`config.mk`:
```
export PLATFORM = sky130hd
export DESIGN_NAME = seven_segment_decimal_writer_core
export DESIGN_NICKNAME = d
export VERILOG_FILES = /design/src/ssdw_pkg.sv /design/src/seven_segment_decimal_writer_core.sv /design/src/ssdw_regs.sv /design/src/ssdw_datapath.sv /design/src/ssdw_ctrl.sv
export SDC_FILE = /design/constraint.sdc
export NUM_CORES = 1
export LEC_CHECK = 0
export BUFFER_PORTS_ARGS = -buffer_cell sky130_fd_sc_hd__buf_4
export CAP_MARGIN = 20
export CORE_MARGIN = 3
export CORE_UTILIZATION = 25
export CTS_CLUSTER_SIZE = 24
export DETAILED_ROUTE_END_ITERATION = 8
export GPL_TIMING_DRIVEN = 0
export PLACE_DENSITY_LB_ADDON = 0.3
export SLEW_MARGIN = 30
export SYNTH_ARGS = -nofsm -noshare
export SYNTH_HDL_FRONTEND = slang
export SYNTH_SLANG_ARGS = --single-unit
```
`constraint.sdc`:
```
create_clock -name clk_i -period 15.8 [get_ports clk_i]
set_clock_uncertainty 0.05 [all_clocks]
set_input_delay 1.58 -clock clk_i [delete_from_list [all_inputs] [get_ports clk_i]]
set_output_delay 1.58 -clock clk_i [all_outputs]
set_load 0.01 [all_outputs]
```
`src/ssdw_pkg.sv`:
```
// ----------------------------------------------------------------------------
// ssdw_pkg
// Shared constants and types of the seven-segment decimal writer: register
// indexes, controller codes and the command/status bundles.
// ----------------------------------------------------------------------------
`default_nettype none

package ssdw_pkg;

  // sizes
  localparam int unsigned MAX_DIGITS = 8;
  localparam int unsigned MAX_GROUPS = 4;
  localparam int unsigned MAP_W      = 36;
  localparam int unsigned ADDR_W     = 4;
  localparam int unsigned DATA_W     = 8;
  localparam int unsigned VALUE_W    = 16;
  localparam int unsigned CFG_IDX_W  = 3;

  // configuration register indexes
  localparam logic [CFG_IDX_W-1:0] REG_GROUP_COUNT = 3'd0;
  localparam logic [CFG_IDX_W-1:0] REG_GROUP_ZERO  = 3'd1;
  localparam logic [CFG_IDX_W-1:0] REG_GROUP_ONE   = 3'd2;
  localparam logic [CFG_IDX_W-1:0] REG_GROUP_TWO   = 3'd3;
  localparam logic [CFG_IDX_W-1:0] REG_GROUP_THREE = 3'd4;

  // register reset values
  localparam logic [2:0]       GROUP_COUNT_RST = 3'd3;
  localparam logic [MAP_W-1:0] MAP_ZERO_RST    = 36'd530;
  localparam logic [MAP_W-1:0] MAP_ONE_RST     = 36'd21555;
  localparam logic [MAP_W-1:0] MAP_TWO_RST     = 36'd34659;
  localparam logic [MAP_W-1:0] MAP_THREE_RST   = 36'd0;

  // controller register codes and data bytes
  localparam logic [ADDR_W-1:0] DECODE_ADDR = 4'd9;
  localparam logic [DATA_W-1:0] DECODE_ALL  = 8'hff;
  localparam logic [DATA_W-1:0] POINT_BIT   = 8'd128;
  localparam logic [DATA_W-1:0] BLANK_CODE  = 8'd15;
  localparam logic [DATA_W-1:0] MINUS_CODE  = 8'd1;
  localparam logic [3:0]        MAX_COUNT   = 4'd8;

  // divide by ten: x / 10 == (x * 52429) >> 19, exact for x below 81920
  localparam logic [15:0] DIV10_MUL   = 16'd52429;
  localparam int unsigned DIV10_SHIFT = 19;

  typedef logic [MAX_GROUPS-1:0][MAP_W-1:0] map_arr_t;

  // controller to datapath
  typedef struct packed {
    logic load;        // capture a new transaction
    logic emit_err;    // error result
    logic emit_pre;    // decode-mode write ahead of a position
    logic emit_dig;    // digit write, advance one position
    logic emit_final;  // closing decode-mode write
  } ssdw_cmd_t;

  // datapath to controller
  typedef struct packed {
    logic can_emit;    // output register free or draining
    logic err;         // group not valid
    logic count_zero;  // group has no digits
    logic zero_case;   // zero with no point
    logic need_pre;    // current position needs a decode write first
    logic last_pos;    // current position is the final one
  } ssdw_sts_t;

endpackage

`default_nettype wire

```
`src/seven_segment_decimal_writer_core.sv`:
```
// ----------------------------------------------------------------------------
// seven_segment_decimal_writer_core
// Turns a signed value into register writes for a code-B seven-segment
// controller digit group.
// ----------------------------------------------------------------------------
// One transaction at a time. After a transaction is taken, a load step looks
// up the group, then each digit position has a slot for a possible
// decode-mode write and then the digit write, with a closing decode write
// for a plain zero; an invalid group gives one error result. A stalled
// output holds the sequence, as the controller waits on the single output
// register. The next transaction is taken as soon as the controller is back
// in idle, even while the final result still waits in the output register.
// There is no reset sweep; configuration registers reset to their defaults.
// ----------------------------------------------------------------------------
`default_nettype none

module seven_segment_decimal_writer_core
  import ssdw_pkg::*;
(
  input  wire logic                 clk_i,
  input  wire logic                 rst_ni,
  input  wire logic                 cfg_we_i,
  input  wire logic [CFG_IDX_W-1:0] cfg_index_i,
  input  wire logic [MAP_W-1:0]     cfg_wdata_i,
  input  wire logic                 in_valid_i,
  output logic                      in_stall_o,
  input  wire logic [1:0]           group_i,
  input  wire logic [VALUE_W-1:0]   value_i,
  input  wire logic [3:0]           point_pos_i,
  output logic                      out_valid_o,
  input  wire logic                 out_stall_i,
  output logic [ADDR_W-1:0]         reg_address_o,
  output logic [DATA_W-1:0]         reg_data_o,
  output logic                      error_o,
  output logic                      last_o
);

  logic [2:0] group_count;
  map_arr_t   maps;
  ssdw_cmd_t  cmd;
  ssdw_sts_t  sts;

  // configuration registers
  ssdw_regs u_regs (
    .clk_i        (clk_i),
    .rst_ni       (rst_ni),
    .cfg_we_i     (cfg_we_i),
    .cfg_index_i  (cfg_index_i),
    .cfg_wdata_i  (cfg_wdata_i),
    .group_count_o(group_count),
    .maps_o       (maps)
  );

  // controller
  ssdw_ctrl u_ctrl (
    .clk_i     (clk_i),
    .rst_ni    (rst_ni),
    .in_valid_i(in_valid_i),
    .in_stall_o(in_stall_o),
    .sts_i     (sts),
    .cmd_o     (cmd)
  );

  // datapath
  ssdw_datapath u_datapath (
    .clk_i        (clk_i),
    .rst_ni       (rst_ni),
    .group_count_i(group_count),
    .maps_i       (maps),
    .group_i      (group_i),
    .value_i      (value_i),
    .point_pos_i  (point_pos_i),
    .cmd_i        (cmd),
    .sts_o        (sts),
    .out_valid_o  (out_valid_o),
    .out_stall_i  (out_stall_i),
    .reg_address_o(reg_address_o),
    .reg_data_o   (reg_data_o),
    .error_o      (error_o),
    .last_o       (last_o)
  );

endmodule

`default_nettype wire

```
`src/ssdw_regs.sv`:
```
// ----------------------------------------------------------------------------
// ssdw_regs
// Configuration register bank: group count and the four digit maps.
// ----------------------------------------------------------------------------
`default_nettype none

module ssdw_regs
  import ssdw_pkg::*;
(
  input  wire logic                 clk_i,
  input  wire logic                 rst_ni,
  input  wire logic                 cfg_we_i,
  input  wire logic [CFG_IDX_W-1:0] cfg_index_i,
  input  wire logic [MAP_W-1:0]     cfg_wdata_i,
  output logic [2:0]                group_count_o,
  output map_arr_t                  maps_o
);

  logic [2:0] group_count_q;
  map_arr_t   maps_q;

  // register writes
  always_ff @(posedge clk_i or negedge rst_ni) begin
    if (!rst_ni) begin
      group_count_q <= GROUP_COUNT_RST;
      maps_q[0]     <= MAP_ZERO_RST;
      maps_q[1]     <= MAP_ONE_RST;
      maps_q[2]     <= MAP_TWO_RST;
      maps_q[3]     <= MAP_THREE_RST;
    end else if (cfg_we_i) begin
      case (cfg_index_i)
        REG_GROUP_COUNT: group_count_q <= cfg_wdata_i[2:0];
        REG_GROUP_ZERO:  maps_q[0]     <= cfg_wdata_i;
        REG_GROUP_ONE:   maps_q[1]     <= cfg_wdata_i;
        REG_GROUP_TWO:   maps_q[2]     <= cfg_wdata_i;
        REG_GROUP_THREE: maps_q[3]     <= cfg_wdata_i;
        default: ;
      endcase
    end
  end

  assign group_count_o = group_count_q;
  assign maps_o        = maps_q;

endmodule

`default_nettype wire

```
`src/ssdw_datapath.sv`:
```
// ----------------------------------------------------------------------------
// ssdw_datapath
// Transaction registers, digit extraction by ten and the output register.
// ----------------------------------------------------------------------------
`default_nettype none

module ssdw_datapath
  import ssdw_pkg::*;
(
  input  wire logic               clk_i,
  input  wire logic               rst_ni,
  input  wire logic [2:0]         group_count_i,
  input  map_arr_t                maps_i,
  input  wire logic [1:0]         group_i,
  input  wire logic [VALUE_W-1:0] value_i,
  input  wire logic [3:0]         point_pos_i,
  input  ssdw_cmd_t               cmd_i,
  output ssdw_sts_t               sts_o,
  output logic                    out_valid_o,
  input  wire logic               out_stall_i,
  output logic [ADDR_W-1:0]       reg_address_o,
  output logic [DATA_W-1:0]       reg_data_o,
  output logic                    error_o,
  output logic                    last_o
);

  // transaction registers
  logic [31:0]        map_q;
  logic [3:0]         count_q;
  logic [3:0]         point_q;
  logic [VALUE_W-1:0] mag_q;
  logic               neg_pend_q;
  logic               pos_q;
  logic               zero_case_q;
  logic               err_q;
  logic [2:0]         idx_q;

  // output register
  logic               out_valid_q;
  logic [ADDR_W-1:0]  addr_q, addr_d;
  logic [DATA_W-1:0]  data_q, data_d;
  logic               err_out_q, err_out_d;
  logic               last_q, last_d;

  // load-time values
  logic [MAP_W-1:0]   sel_map;
  logic [3:0]         sel_count;
  logic [VALUE_W-1:0] raw;
  logic [VALUE_W-1:0] mag_in;

  // per-position values
  logic [ADDR_W-1:0]  pos_addr;
  logic               mag_zero;
  logic               pt_cover;
  logic [2:0]         mask_sh;
  logic [DATA_W-1:0]  minus_mask;
  logic [DATA_W-1:0]  pre_data;
  logic [DATA_W-1:0]  dig_data;
  logic [31:0]        prod;
  logic [VALUE_W-1:0] quot;
  logic [VALUE_W-1:0] quot10;
  logic [VALUE_W-1:0] rem_full;
  logic               emit;

  // selection at load
  assign sel_map   = maps_i[group_i];
  assign sel_count = (sel_map[3:0] > MAX_COUNT) ? MAX_COUNT : sel_map[3:0];
  assign raw       = value_i;
  assign mag_in    = raw[VALUE_W-1] ? (16'd0 - raw) : raw;

  // current position
  assign pos_addr = map_q[{idx_q, 2'b00} +: ADDR_W];
  assign mag_zero = (mag_q == 16'd0);
  assign pt_cover = (point_q >= {1'b0, idx_q});

  // decode mask for the minus digit
  assign mask_sh = 3'(pos_addr - 4'd1);
  always_comb begin
    minus_mask = DECODE_ALL;
    if (pos_addr inside {[4'd1:4'd8]}) begin
      minus_mask = DECODE_ALL & ~(8'd1 << mask_sh);
    end
  end
  assign pre_data = neg_pend_q ? minus_mask : DECODE_ALL;

  // divide by ten via reciprocal multiply
  assign prod     = {16'd0, mag_q} * {16'd0, DIV10_MUL};
  assign quot     = {3'd0, prod[31:DIV10_SHIFT]};
  assign quot10   = (quot << 3) + (quot << 1);
  assign rem_full = mag_q - quot10;

  // digit byte
  always_comb begin
    if (zero_case_q) begin
      dig_data = (idx_q == 3'd0) ? 8'd0 : BLANK_CODE;
    end else if (mag_zero && pt_cover) begin
      dig_data = (point_q > {1'b0, idx_q}) ? 8'd0 : POINT_BIT;
    end else if (mag_zero) begin
      dig_data = neg_pend_q ? MINUS_CODE : BLANK_CODE;
    end else begin
      dig_data = {4'd0, rem_full[3:0]};
      if ((point_q == {1'b0, idx_q}) && (point_q != 4'd0)) begin
        dig_data = dig_data | POINT_BIT;
      end
    end
  end

  // status to controller
  assign sts_o.can_emit   = !out_valid_q || !out_stall_i;
  assign sts_o.err        = err_q;
  assign sts_o.count_zero = (count_q == 4'd0);
  assign sts_o.zero_case  = zero_case_q;
  assign sts_o.need_pre   = !zero_case_q && mag_zero && !pt_cover && (neg_pend_q || pos_q);
  assign sts_o.last_pos   = ({1'b0, idx_q} == (count_q - 4'd1));

  // transaction state
  always_ff @(posedge clk_i or negedge rst_ni) begin
    if (!rst_ni) begin
      neg_pend_q  <= 1'b0;
      pos_q       <= 1'b0;
      zero_case_q <= 1'b0;
      err_q       <= 1'b0;
      idx_q       <= 3'd0;
      count_q     <= 4'd0;
    end else if (cmd_i.load) begin
      neg_pend_q  <= raw[VALUE_W-1];
      pos_q       <= !raw[VALUE_W-1];
      zero_case_q <= (raw == 16'd0) && (point_pos_i == 4'd0);
      err_q       <= ({1'b0, group_i} >= group_count_i);
      idx_q       <= 3'd0;
      count_q     <= sel_count;
    end else if (cmd_i.emit_dig) begin
      idx_q <= idx_q + 3'd1;
      if (!zero_case_q && mag_zero && !pt_cover) begin
        neg_pend_q <= 1'b0;
      end
    end
  end

  // payload of the transaction
  always_ff @(posedge clk_i) begin
    if (cmd_i.load) begin
      map_q   <= sel_map[MAP_W-1:4];
      point_q <= point_pos_i;
      mag_q   <= mag_in;
    end else if (cmd_i.emit_dig && !mag_zero) begin
      mag_q <= quot;
    end
  end

  // next result
  assign emit = cmd_i.emit_err || cmd_i.emit_pre || cmd_i.emit_dig || cmd_i.emit_final;
  always_comb begin
    addr_d    = DECODE_ADDR;
    data_d    = DECODE_ALL;
    err_out_d = 1'b0;
    last_d    = 1'b0;
    if (cmd_i.emit_err) begin
      addr_d    = '0;
      data_d    = '0;
      err_out_d = 1'b1;
      last_d    = 1'b1;
    end else if (cmd_i.emit_pre) begin
      data_d = pre_data;
    end else if (cmd_i.emit_dig) begin
      addr_d = pos_addr;
      data_d = dig_data;
      last_d = sts_o.last_pos && !zero_case_q;
    end else if (cmd_i.emit_final) begin
      last_d = 1'b1;
    end
  end

  // output register
  always_ff @(posedge clk_i or negedge rst_ni) begin
    if (!rst_ni) begin
      out_valid_q <= 1'b0;
    end else if (emit) begin
      out_valid_q <= 1'b1;
    end else if (!out_stall_i) begin
      out_valid_q <= 1'b0;
    end
  end

  always_ff @(posedge clk_i) begin
    if (emit) begin
      addr_q    <= addr_d;
      data_q    <= data_d;
      err_out_q <= err_out_d;
      last_q    <= last_d;
    end
  end

  assign out_valid_o   = out_valid_q;
  assign reg_address_o = addr_q;
  assign reg_data_o    = data_q;
  assign error_o       = err_out_q;
  assign last_o        = last_q;

endmodule

`default_nettype wire

```
`src/ssdw_ctrl.sv`:
```
// ----------------------------------------------------------------------------
// ssdw_ctrl
// Controller: sequences error, decode and digit writes for one transaction.
// ----------------------------------------------------------------------------
`default_nettype none

module ssdw_ctrl
  import ssdw_pkg::*;
(
  input  wire logic clk_i,
  input  wire logic rst_ni,
  input  wire logic in_valid_i,
  output logic      in_stall_o,
  input  ssdw_sts_t sts_i,
  output ssdw_cmd_t cmd_o
);

  typedef enum logic [5:0] {
    S_IDLE  = 6'b000001,
    S_LOAD  = 6'b000010,
    S_ERR   = 6'b000100,
    S_PRE   = 6'b001000,
    S_DIG   = 6'b010000,
    S_FINAL = 6'b100000
  } state_e;

  state_e state_q, state_d;

  // next state and commands
  always_comb begin
    state_d = state_q;
    cmd_o   = '0;
    case (state_q)
      S_IDLE: begin
        if (in_valid_i) begin
          cmd_o.load = 1'b1;
          state_d    = S_LOAD;
        end
      end
      S_LOAD: begin
        if (sts_i.err) begin
          state_d = S_ERR;
        end else if (sts_i.count_zero) begin
          state_d = sts_i.zero_case ? S_FINAL : S_IDLE;
        end else begin
          state_d = S_PRE;
        end
      end
      S_ERR: begin
        if (sts_i.can_emit) begin
          cmd_o.emit_err = 1'b1;
          state_d        = S_IDLE;
        end
      end
      S_PRE: begin
        if (!sts_i.need_pre) begin
          state_d = S_DIG;
        end else if (sts_i.can_emit) begin
          cmd_o.emit_pre = 1'b1;
          state_d        = S_DIG;
        end
      end
      S_DIG: begin
        if (sts_i.can_emit) begin
          cmd_o.emit_dig = 1'b1;
          if (!sts_i.last_pos) begin
            state_d = S_PRE;
          end else if (sts_i.zero_case) begin
            state_d = S_FINAL;
          end else begin
            state_d = S_IDLE;
          end
        end
      end
      S_FINAL: begin
        if (sts_i.can_emit) begin
          cmd_o.emit_final = 1'b1;
          state_d          = S_IDLE;
        end
      end
      default: state_d = S_IDLE;
    endcase
  end

  // state register
  always_ff @(posedge clk_i or negedge rst_ni) begin
    if (!rst_ni) begin
      state_q <= S_IDLE;
    end else begin
      state_q <= state_d;
    end
  end

  assign in_stall_o = (state_q != S_IDLE);

endmodule

`default_nettype wire

```
Word-level counts from Yosys, hierarchy flattened
Index checks and enable logic that the tools add are counted.
{"block": "totals", "reg_bits": 231, "output_inout_bits": 16, "wordCells": 144}
{"block": "op_classes", "add_sub_neg": 6, "multipliers": 1, "order_cmp": 7, "eq_ne": 18, "shifts": 2, "n_mux": 48, "bitwise": 2, "n_reduce_logical": 39}
{"cell": "$bmux W36 S2", "n": 1}
{"cell": "$mux W8", "n": 9}
{"cell": "$mux W6", "n": 9}
{"cell": "$mux W16", "n": 3}
{"cell": "$mux W36", "n": 1}
{"cell": "$logic_not A16 Y1", "n": 2}
{"cell": "$mul A16 B16 Y32 const B", "n": 1}
{"cell": "$shiftx A32 B6 Y4", "n": 1}
{"cell": "$pmux W6 S5", "n": 1}
{"cell": "$mux W4", "n": 5}
{"cell": "$mux W1", "n": 17}
{"cell": "$sub A1 B16 Y16 const A", "n": 1}
{"cell": "$reduce_and A2 Y1", "n": 6}
{"cell": "$logic_and A1 B1 Y1", "n": 9}
{"cell": "$logic_not A4 Y1", "n": 2}
{"cell": "$not A8 Y8", "n": 1}
{"cell": "$shl A1 B3 Y8 const A", "n": 1}
{"cell": "$eq A3 B2 Y1 const B", "n": 2}
{"cell": "$eq A6 B1 Y1 const B", "n": 1}
{"cell": "$eq A6 B2 Y1 const B", "n": 1}
{"cell": "$eq A6 B3 Y1 const B", "n": 1}
{"cell": "$eq A6 B4 Y1 const B", "n": 1}
{"cell": "$eq A6 B5 Y1 const B", "n": 1}
{"cell": "$eq A6 B6 Y1 const B", "n": 1}
{"cell": "other kinds (30)", "n": 45}

Logic depth before layout (Yosys ltp)
Gate-level depths: netlist of run 1.
{"block": "logic_depth", "word_depth": 10, "ltp_mapped": 25}

Modules after synthesis
A second synthesis of run 1 with hierarchy kept.
{"block": "hier_totals", "hier_cells": 1192, "area_unflattened_um2": 15297.2}
{"module": "ssdw_datapath", "n_inst": 1, "cells_per_inst": 834, "area_per_inst_um2": 9253.9, "seq_area_each_um2": 2282.2}
{"module": "ssdw_regs", "n_inst": 1, "cells_per_inst": 314, "area_per_inst_um2": 5561.6, "seq_area_each_um2": 3703.6}
{"module": "ssdw_ctrl", "n_inst": 1, "cells_per_inst": 44, "area_per_inst_um2": 481.7, "seq_area_each_um2": 151.4}

Least setup slack after synthesis of run 1
Ideal clock, no wire load.
{"block": "synth_path", "path_type": "register -> register", "startpoint": "register u_datapath.mag_q[3]", "endpoint": "register u_datapath.data_q[3], in the netlist u_datapath.reg_data_o[3] (data pin)", "setup_ps": 267, "arrival_ps": 6019, "required_ps": 15483, "slack_ps": 9464, "path_stages_with_launch": 25, "path_cell_list": "edfxtp_1 > inv_1 > ha_1 > inv_1 > fa_1 > inv_1 > fa_1 > fa_1 > fa_1 > inv_1 > fa_1 > inv_1 > ha_1 > a21oi_1 > nand3b_1 > a221oi_1 > a211oi_1 > xnor2_1 > ha_1 > xor2_1 > or4_1 > o2111a_1 > nand4_1 > xor2_1 > a221oi_2"}
{"block": "synth_via", "elab_chain_cells": 9}
{"item": "start: declaration", "line_no": "ssdw_datapath.sv:31", "source": "logic [VALUE_W-1:0] mag_q;"}
{"item": "start signal: assignment", "line_no": "ssdw_datapath.sv:145", "source": "mag_q <= mag_in;"}
{"item": "start signal: assignment", "line_no": "ssdw_datapath.sv:147", "source": "mag_q <= quot;"}
{"item": "$mul A16 B16 Y32", "line_no": "ssdw_datapath.sv:87", "source": "assign prod = {16'd0, mag_q} * {16'd0, DIV10_MUL};"}
{"item": "$add A4 B4 Y4", "line_no": "ssdw_datapath.sv:89", "source": "assign quot10 = (quot << 3) + (quot << 1);"}
{"item": "$sub A4 B4 Y4", "line_no": "ssdw_datapath.sv:90", "source": "assign rem_full = mag_q - quot10;"}
{"item": "$mux W8", "line_no": "ssdw_datapath.sv:102", "source": "if ((point_q == {1'b0, idx_q}) && (point_q != 4'd0)) begin"}
{"item": "$mux W8", "line_no": "ssdw_datapath.sv:98", "source": "end else if (mag_zero) begin"}
{"item": "$mux W8", "line_no": "ssdw_datapath.sv:96", "source": "end else if (mag_zero && pt_cover) begin"}
{"item": "$mux W8", "line_no": "ssdw_datapath.sv:94", "source": "if (zero_case_q) begin"}
{"item": "$mux W8", "line_no": "ssdw_datapath.sv:165", "source": "end else if (cmd_i.emit_dig) begin"}
{"item": "$mux W8 *", "line_no": "ssdw_datapath.sv:163", "source": "end else if (cmd_i.emit_pre) begin"}
{"item": "end signal: assignment", "line_no": "ssdw_datapath.sv:188", "source": "data_q <= data_d;"}
{"item": "end: declaration", "line_no": "ssdw_datapath.sv:41", "source": "logic [DATA_W-1:0] data_q, data_d;"}
Mark *: on every way between the ends. The rest lies on a longest branch, timed or not.
A chain may end at the register's enable or synchronous reset.

Final worst setup path of run 1
Ends and elaborated chain as after synthesis.

==> results of run 1 <==
routing by layer:
metal  track usage [%]  routed length, um
met1              14.9              16300
met2              21.6              19000
met3              3.24               2430
met4              2.24                640
met5                 0                 51
cell type report:
class                   count  area, sq um  share of cell area (%)
multi-input cells         784         8330                    46.6
flip-flops and latches    231         6140                    34.4
well taps                 782          978                    5.48
clock buffers              44          802                    4.49
inverters                 192          721                    4.04
repair buffers             84          702                    3.93
plain buffers              33          159                   0.890
clock inverters             4         22.5                   0.126
diodes                      3         7.51                  0.0420
logic make-up after synthesis:
logic type,synth area share (%)
buffers and inverters,5.69
adder cells (fa/ha/maj),22.9
AND/OR/NAND/NOR,6.39
XOR/XNOR,2.11
flip-flops,40.0
multiplexers,17.5
AO/OA/AOI/OAI,5.36
state kept, by name (all words and copies together), names as in the netlist, 3 cells and up:
| register | flops |
|---|---|
| u_ctrl.state_q | 6 |
| u_datapath.count_q | 4 |
| u_datapath.idx_q | 3 |
| u_datapath.mag_q | 16 |
| u_datapath.map_q | 32 |
| u_datapath.point_q | 4 |
| u_datapath.reg_address_o | 4 |
| u_datapath.reg_data_o | 8 |
| u_regs.group_count_o | 3 |
| u_regs.maps_o | 144 |
Yosys cell counts (9+ instances only):
cell type / instances / area share [%]
xnor2_1: 22 / 1.3
mux2_2: 148 / 11
fa_1: 80 / 10
ha_1: 152 / 12
nand4_1: 16 / 0.65
nand2_1: 60 / 1.5
dfrtp_1: 144 / 24
o21ai_0: 32 / 1.0
mux4_2: 44 / 6.5
dfstp_2: 21 / 3.6
nor3_1: 14 / 0.46
edfxtp_1: 66 / 13
clkbuf_1: 20 / 0.49
o31ai_1: 9 / 0.44
a21oi_1: 34 / 1.1
nand3_1: 11 / 0.36
xor2_1: 15 / 0.86
nor2_1: 41 / 1.0
inv_1: 191 / 4.7
stage by stage:
step	std cells	worst slack, ns
2_1_floorplan	1240	9.46
3_3_place_gp	2101	8.60
3_5_place_dp	2106	8.55
4_1_cts	2154	8.51
5_1_grt	2155	8.11
6_report	2157	8.49
worst min path at each step:
| stage | to |
|---|---|
| after floorplan | u_datapath.pos_q |
| after global placement | u_regs.maps_o[85] |
| after detailed placement | u_regs.maps_o[85] |
| after CTS | u_regs.maps_o[85] |
| after global routing | u_regs.maps_o[85] |
| final | u_regs.maps_o[94] |
cells in the final DEF (no fill, tap or decap), types with 5 or more instances in the layout:
cell type / instances
a31oi_1: 5
a211oi_1: 6
dfrtp_1: 144
xnor2_1: 22
a21oi_1: 34
fa_1: 80
nand4_1: 16
ha_1: 152
mux4_2: 44
clkbuf_1: 32
o21ai_0: 31
nor2_1: 40
mux2_2: 148
and2_1: 8
a21o_1: 8
nand2b_1: 6
xor2_1: 15
clkbuf_16: 29
dfstp_2: 21
or4_1: 5
nor3_1: 13
buf_4: 79
nand3_1: 11
o22ai_1: 6
inv_1: 191
edfxtp_1: 66
o31ai_1: 9
nand2_1: 60
==> flow_summary.ini, run 1 <==
[synthesis]
syn-num-nets = 1538
synth_edf_count = 66
ys_types = 65
ys_warn_count = 0
syn_area_sq_um = 15300
ys.flop_type = dfrtp_1
postSynthAreaPerCell_sq_um = 12.4
ys_seq_elements = 231
postSynthCellCount = 1240
async_reset_ff_share_pct = 71.4
ys_seq_area_share_pct = 40.0

[critical_path]
crit_slowest_cell = edfxtp_1
rr_worst_depth = 24
required_ns = 16.01
worst-path-stages = 24
cp_num_buf_inv = 5
crit_chain = inv_1, ha_1, inv_1, fa_1, inv_1, fa_1, fa_1, fa_1, inv_1, fa_1, inv_1, ha_1, a21oi_1, nand3b_1, a221oi_1, a211oi_1, xnor2_1, ha_1, and2_1, or4_1, o2111a_1, nand4_1, xor2_1, a221oi_2
timing.rr.end = u_datapath.reg_data_o[3]
crit_family = adder cells
cp-end-kind = register
crit_type = reg -> reg
worstPathMaxFanout = 8
max_stage_delay_ns = 0.62
rrSetupSlack_ns = 8.49
crit_arrival_ns = 7.52
crit_start = u_datapath.mag_q[3]
r2r_start = u_datapath.mag_q[3]
crit_end = u_datapath.reg_data_o[3]
cp-start-kind = register

[clocking]
cts_hold_buf = 0
cts_root_buf = clkbuf_16
h-tree-depth = 1
clkTransAtPathRegs_ns = 0.06
cts_resized = 0
postCtsSetupBuffers = 0
clk_path_buf_depth = 3
cts_tree = done
insertion_delay_ns = 0.53
clock-sinks = 231
cts_buffers = 26

[hold_path]
min_path_type = reg -> reg
min-delay-start = u_regs.maps_o[94]
whs_path_depth = 1

[timing]
worst_pin_slew_ns = 0.838
maxSlewHeadroom_pct = 44.0
setup_viol = 0
final_min_period_over_clock_period_pct = 46.3
drv_slew = 0
whs_ns = 0.450
rsz0062_at_grt = false
fin_setup_tns_ns = 0
period_needed_ns = 7.31
clock.fmax_mhz = 137
finalHoldViolCount = 0

[floorplanning]
rows = 90
dieArea_sq_um = 64300
pin_count = 82
core_area_sq_um = 60500
die_w_um = 254
die_h_um = 254
start_util_pct = 25.3

[placement]
dp.final_hpwl_mm = 30.4
placed_cell_area_sq_um = 17000
globalplace.congestion = 0.885
port_buffers = 79

[grt]
track_usage_pct = 12.1
grt_max_degree = 76
overflow = 0
grt_pass1_wl_mm = 61.2
antenna_found_initial = 8
grt_pass1_vias = 10600

[run]
maxCapViolCount = 0

[routing]
avgViaCountPerCell = 4.48
antenna_left = 0
drtIter0Drc = 395
vias = 9671
routed_wl_mm = 38.4
wl_per_cell_um = 17.8
first_pass_iters = 5
drc = 0

[layout]
syn2layout_area_growth_pct = 16.5
drive_above_1_share_pct = 25.8
num-fill-cells = 6109
final_nets = 1650
final_area_sq_um = 17900
final_util_pct = 29.5

[run_status]
status = complete, no violations
Power of run 1 is left out: the tool's default activity adds up to more than one toggle a clock period on the data nets, which glitch-free logic cannot reach.
==> run 2: changes to the inputs <==
- ABC_AREA: unset -> 1
- clock period: 15.8 -> 5.9 ns (I/O delays scaled with it)
==> run 2 against run 1 <==
Compared with the run above:
- critical path depth increased by 3
- die area increased by 2.3%
- sequential share of layout area decreased by 2.1 points
- register-to-register slack got worse by 8.3 ns
- worst hold slack got worse by 0.25 ns
- sequential cell count unchanged
- design area increased by 6.7%
- first-iteration DRC count increased by 110%
- setup slack got worse by 8.3 ns
- non-clock buffer count increased by 75
- critical path type unchanged
==> flow_summary.ini, run 2 <==
[synthesis]
yosysMostFrequentCell = nand2_1
postSynthAreaPerCell_sq_um = 8.85
async_reset_ff_share_pct = 71.4
postSynthCellCount = 1773
ys_seq_elements = 231
ys_warn_count = 0
synth_edf_count = 66
yosys-top-cells-area = dfrtp_1 (23%), edfxtp_1 (13%), ha_1 (12%)
synth_top_area_share_pct = 23.0
ys.flop_type = dfrtp_1
syn-num-nets = 2071
yosys.area.top_type = dfrtp_1
ys_types = 59
ys_seq_area_share_pct = 39.1
syn_area_sq_um = 15700
synthTopCellsByCount = nand2_1 (282), inv_1 (272), o21ai_0 (251)

[timing]
clock.fmax_mhz = 175
period_needed_ns = 5.72
worst_pin_slew_ns = 0.786
setup_viol = 0
drv_slew = 0
finalHoldViolCount = 0
rsz0062_at_grt = true
whs_ns = 0.198
maxSlewHeadroom_pct = 47.5
final_min_period_over_clock_period_pct = 97.0

[grt]
grt_pass1_vias = 13100
antenna_found_initial = 0
track_usage_pct = 14.6
grt_max_degree = 88
overflow = 0
grt_pass1_wl_mm = 76.0

[critical_path]
required_ns = 6.12
crit_arrival_ns = 5.94
cp_num_buf_inv = 6
crit_type = reg -> reg
crit_slowest_cell = fa_1
crit_family = adder cells
max_stage_delay_ns = 0.60
worstPathMaxFanout = 4
cp-start-kind = register
path_common_cell = fa_1
cp-end-kind = register

[clocking]
clk_path_buf_depth = 3
cts_tree = done
clkTransAtPathRegs_ns = 0.06
cts_root_buf = clkbuf_16
clock-sinks = 231
cts_buffers = 26
h-tree-depth = 1
insertion_delay_ns = 0.54

[run_status]
status = complete, no violations

[routing]
routed_wl_mm = 49.1
antenna_left = 0
avgViaCountPerCell = 4.64
vias = 12900
drtIter0Drc = 837
wl_per_cell_um = 17.6
first_pass_iters = 5
drc = 0

[floorplanning]
die_w_um = 257
pin_count = 82
dieArea_sq_um = 65800
start_util_pct = 25.3
core_area_sq_um = 61900
die_h_um = 257
rows = 91

[layout]
num-fill-cells = 6598
diodes = 0
syn2layout_area_growth_pct = 21.4
final_util_pct = 30.7
final_area_sq_um = 19000
drive_above_1_share_pct = 16.0
layout_commonest_cell = nand2_1
final_cell_mix = nand2_1 (279), inv_1 (254), o21ai_0 (248)
largest_reg_flops = 144
final_nets = 2231

[run]
maxCapViolCount = 0

[placement]
dp.final_hpwl_mm = 37.3
port_buffers = 79
placed_cell_area_sq_um = 17400
globalplace.congestion = 0.922

[hold_path]
min_path_type = in -> reg
==> run 2: cell types whose count changed after synthesis, moves of 13 or more <==
cell      delta
nor2_1     +112
o21ai_0    +219
nand2_1    +222
mux4_2      -44
nand3_1     +24
o21ai_1     +21
a21oi_1     +21
o22ai_1     +41
mux2_2     -148
inv_1       +81
inv_2       +14
clkbuf_1    +31
xnor2_1     -13
==> run 2: logic make-up after synthesis <==
kind of cell | count (synthesis) | share of synthesized area (%)
AOI/OAI and AO/OA | 420 | 14.7
adders and majority gates | 232 | 22.3
DFF | 231 | 39.1
buffers and inverters | 349 | 8.52
and+or+nand+nor | 525 | 14.5
xor gates and xnor gates | 16 | 0.893
==> run 2: final cells by class <==
cell class              instances  area [sq um]  share of cell area [%]
plain buffers                  60           254                    1.33
clock buffers                  43           805                    4.22
clock inverters                 5          36.3                   0.191
inverters                     289          1090                    5.72
multi-input cells            1193          8620                    45.3
flip-flops and latches        231          6140                    32.2
well taps                     837          1050                    5.50
repair buffers                132          1050                    5.52
==> run 2: repair_timing <==
item,4_1_cts,5_1_grt
pin swaps,11,39
endpoints found under the hold margin,4,0
hold buffers,1,0
setup buffers,32,18
setup endpoints to repair,5,4
gates resized for setup,30,61
==> run 2: worst paths after layout <==
path / cells after the start / startpoint / end / slack, ns
worst max-delay path: 27 / u_datapath.mag_q[4] / u_datapath.reg_data_o[3] / 0.18
worst min-delay path: 1 / point_pos_i[0] / u_datapath.point_q[0] / 0.20
worst max register to register: 27 / u_datapath.mag_q[4] / u_datapath.reg_data_o[3] / 0.18
max in group asynchronous: 3 / rst_ni / u_regs.maps_o[72] / 4.31
worst min register to register: 2 / u_regs.maps_o[103] / u_regs.maps_o[103] / 0.43
min in group asynchronous: 2 / rst_ni / u_regs.maps_o[17] / 0.56
==> run 2: per-stage QoR <==
stage          instances  worst slack (ns)  setup TNS [ns]
2_1_floorplan       1773             0.233               0
3_3_place_gp        2689            -0.529           -1.10
3_5_place_dp        2691            -0.494           -1.12
4_1_cts             2772           0.00224               0
5_1_grt             2790           -0.0402         -0.0402
6_report            2790             0.177               0
==> run 2: per-layer routing <==
metal | vias to the layer above | wire length, um | part of all wire, % | GRT usage [%]
met5 | - | 0 | 0 | 0
met4 | 0 | 1480 | 3.0 | 3.75
met3 | 77 | 2150 | 4.4 | 1.17
met2 | 326 | 24100 | 49 | 25.5
met1 | 6383 | 21400 | 44 | 19.4
li1 | 6154 | - | - | -
Power of run 2 is left out for the same reason.
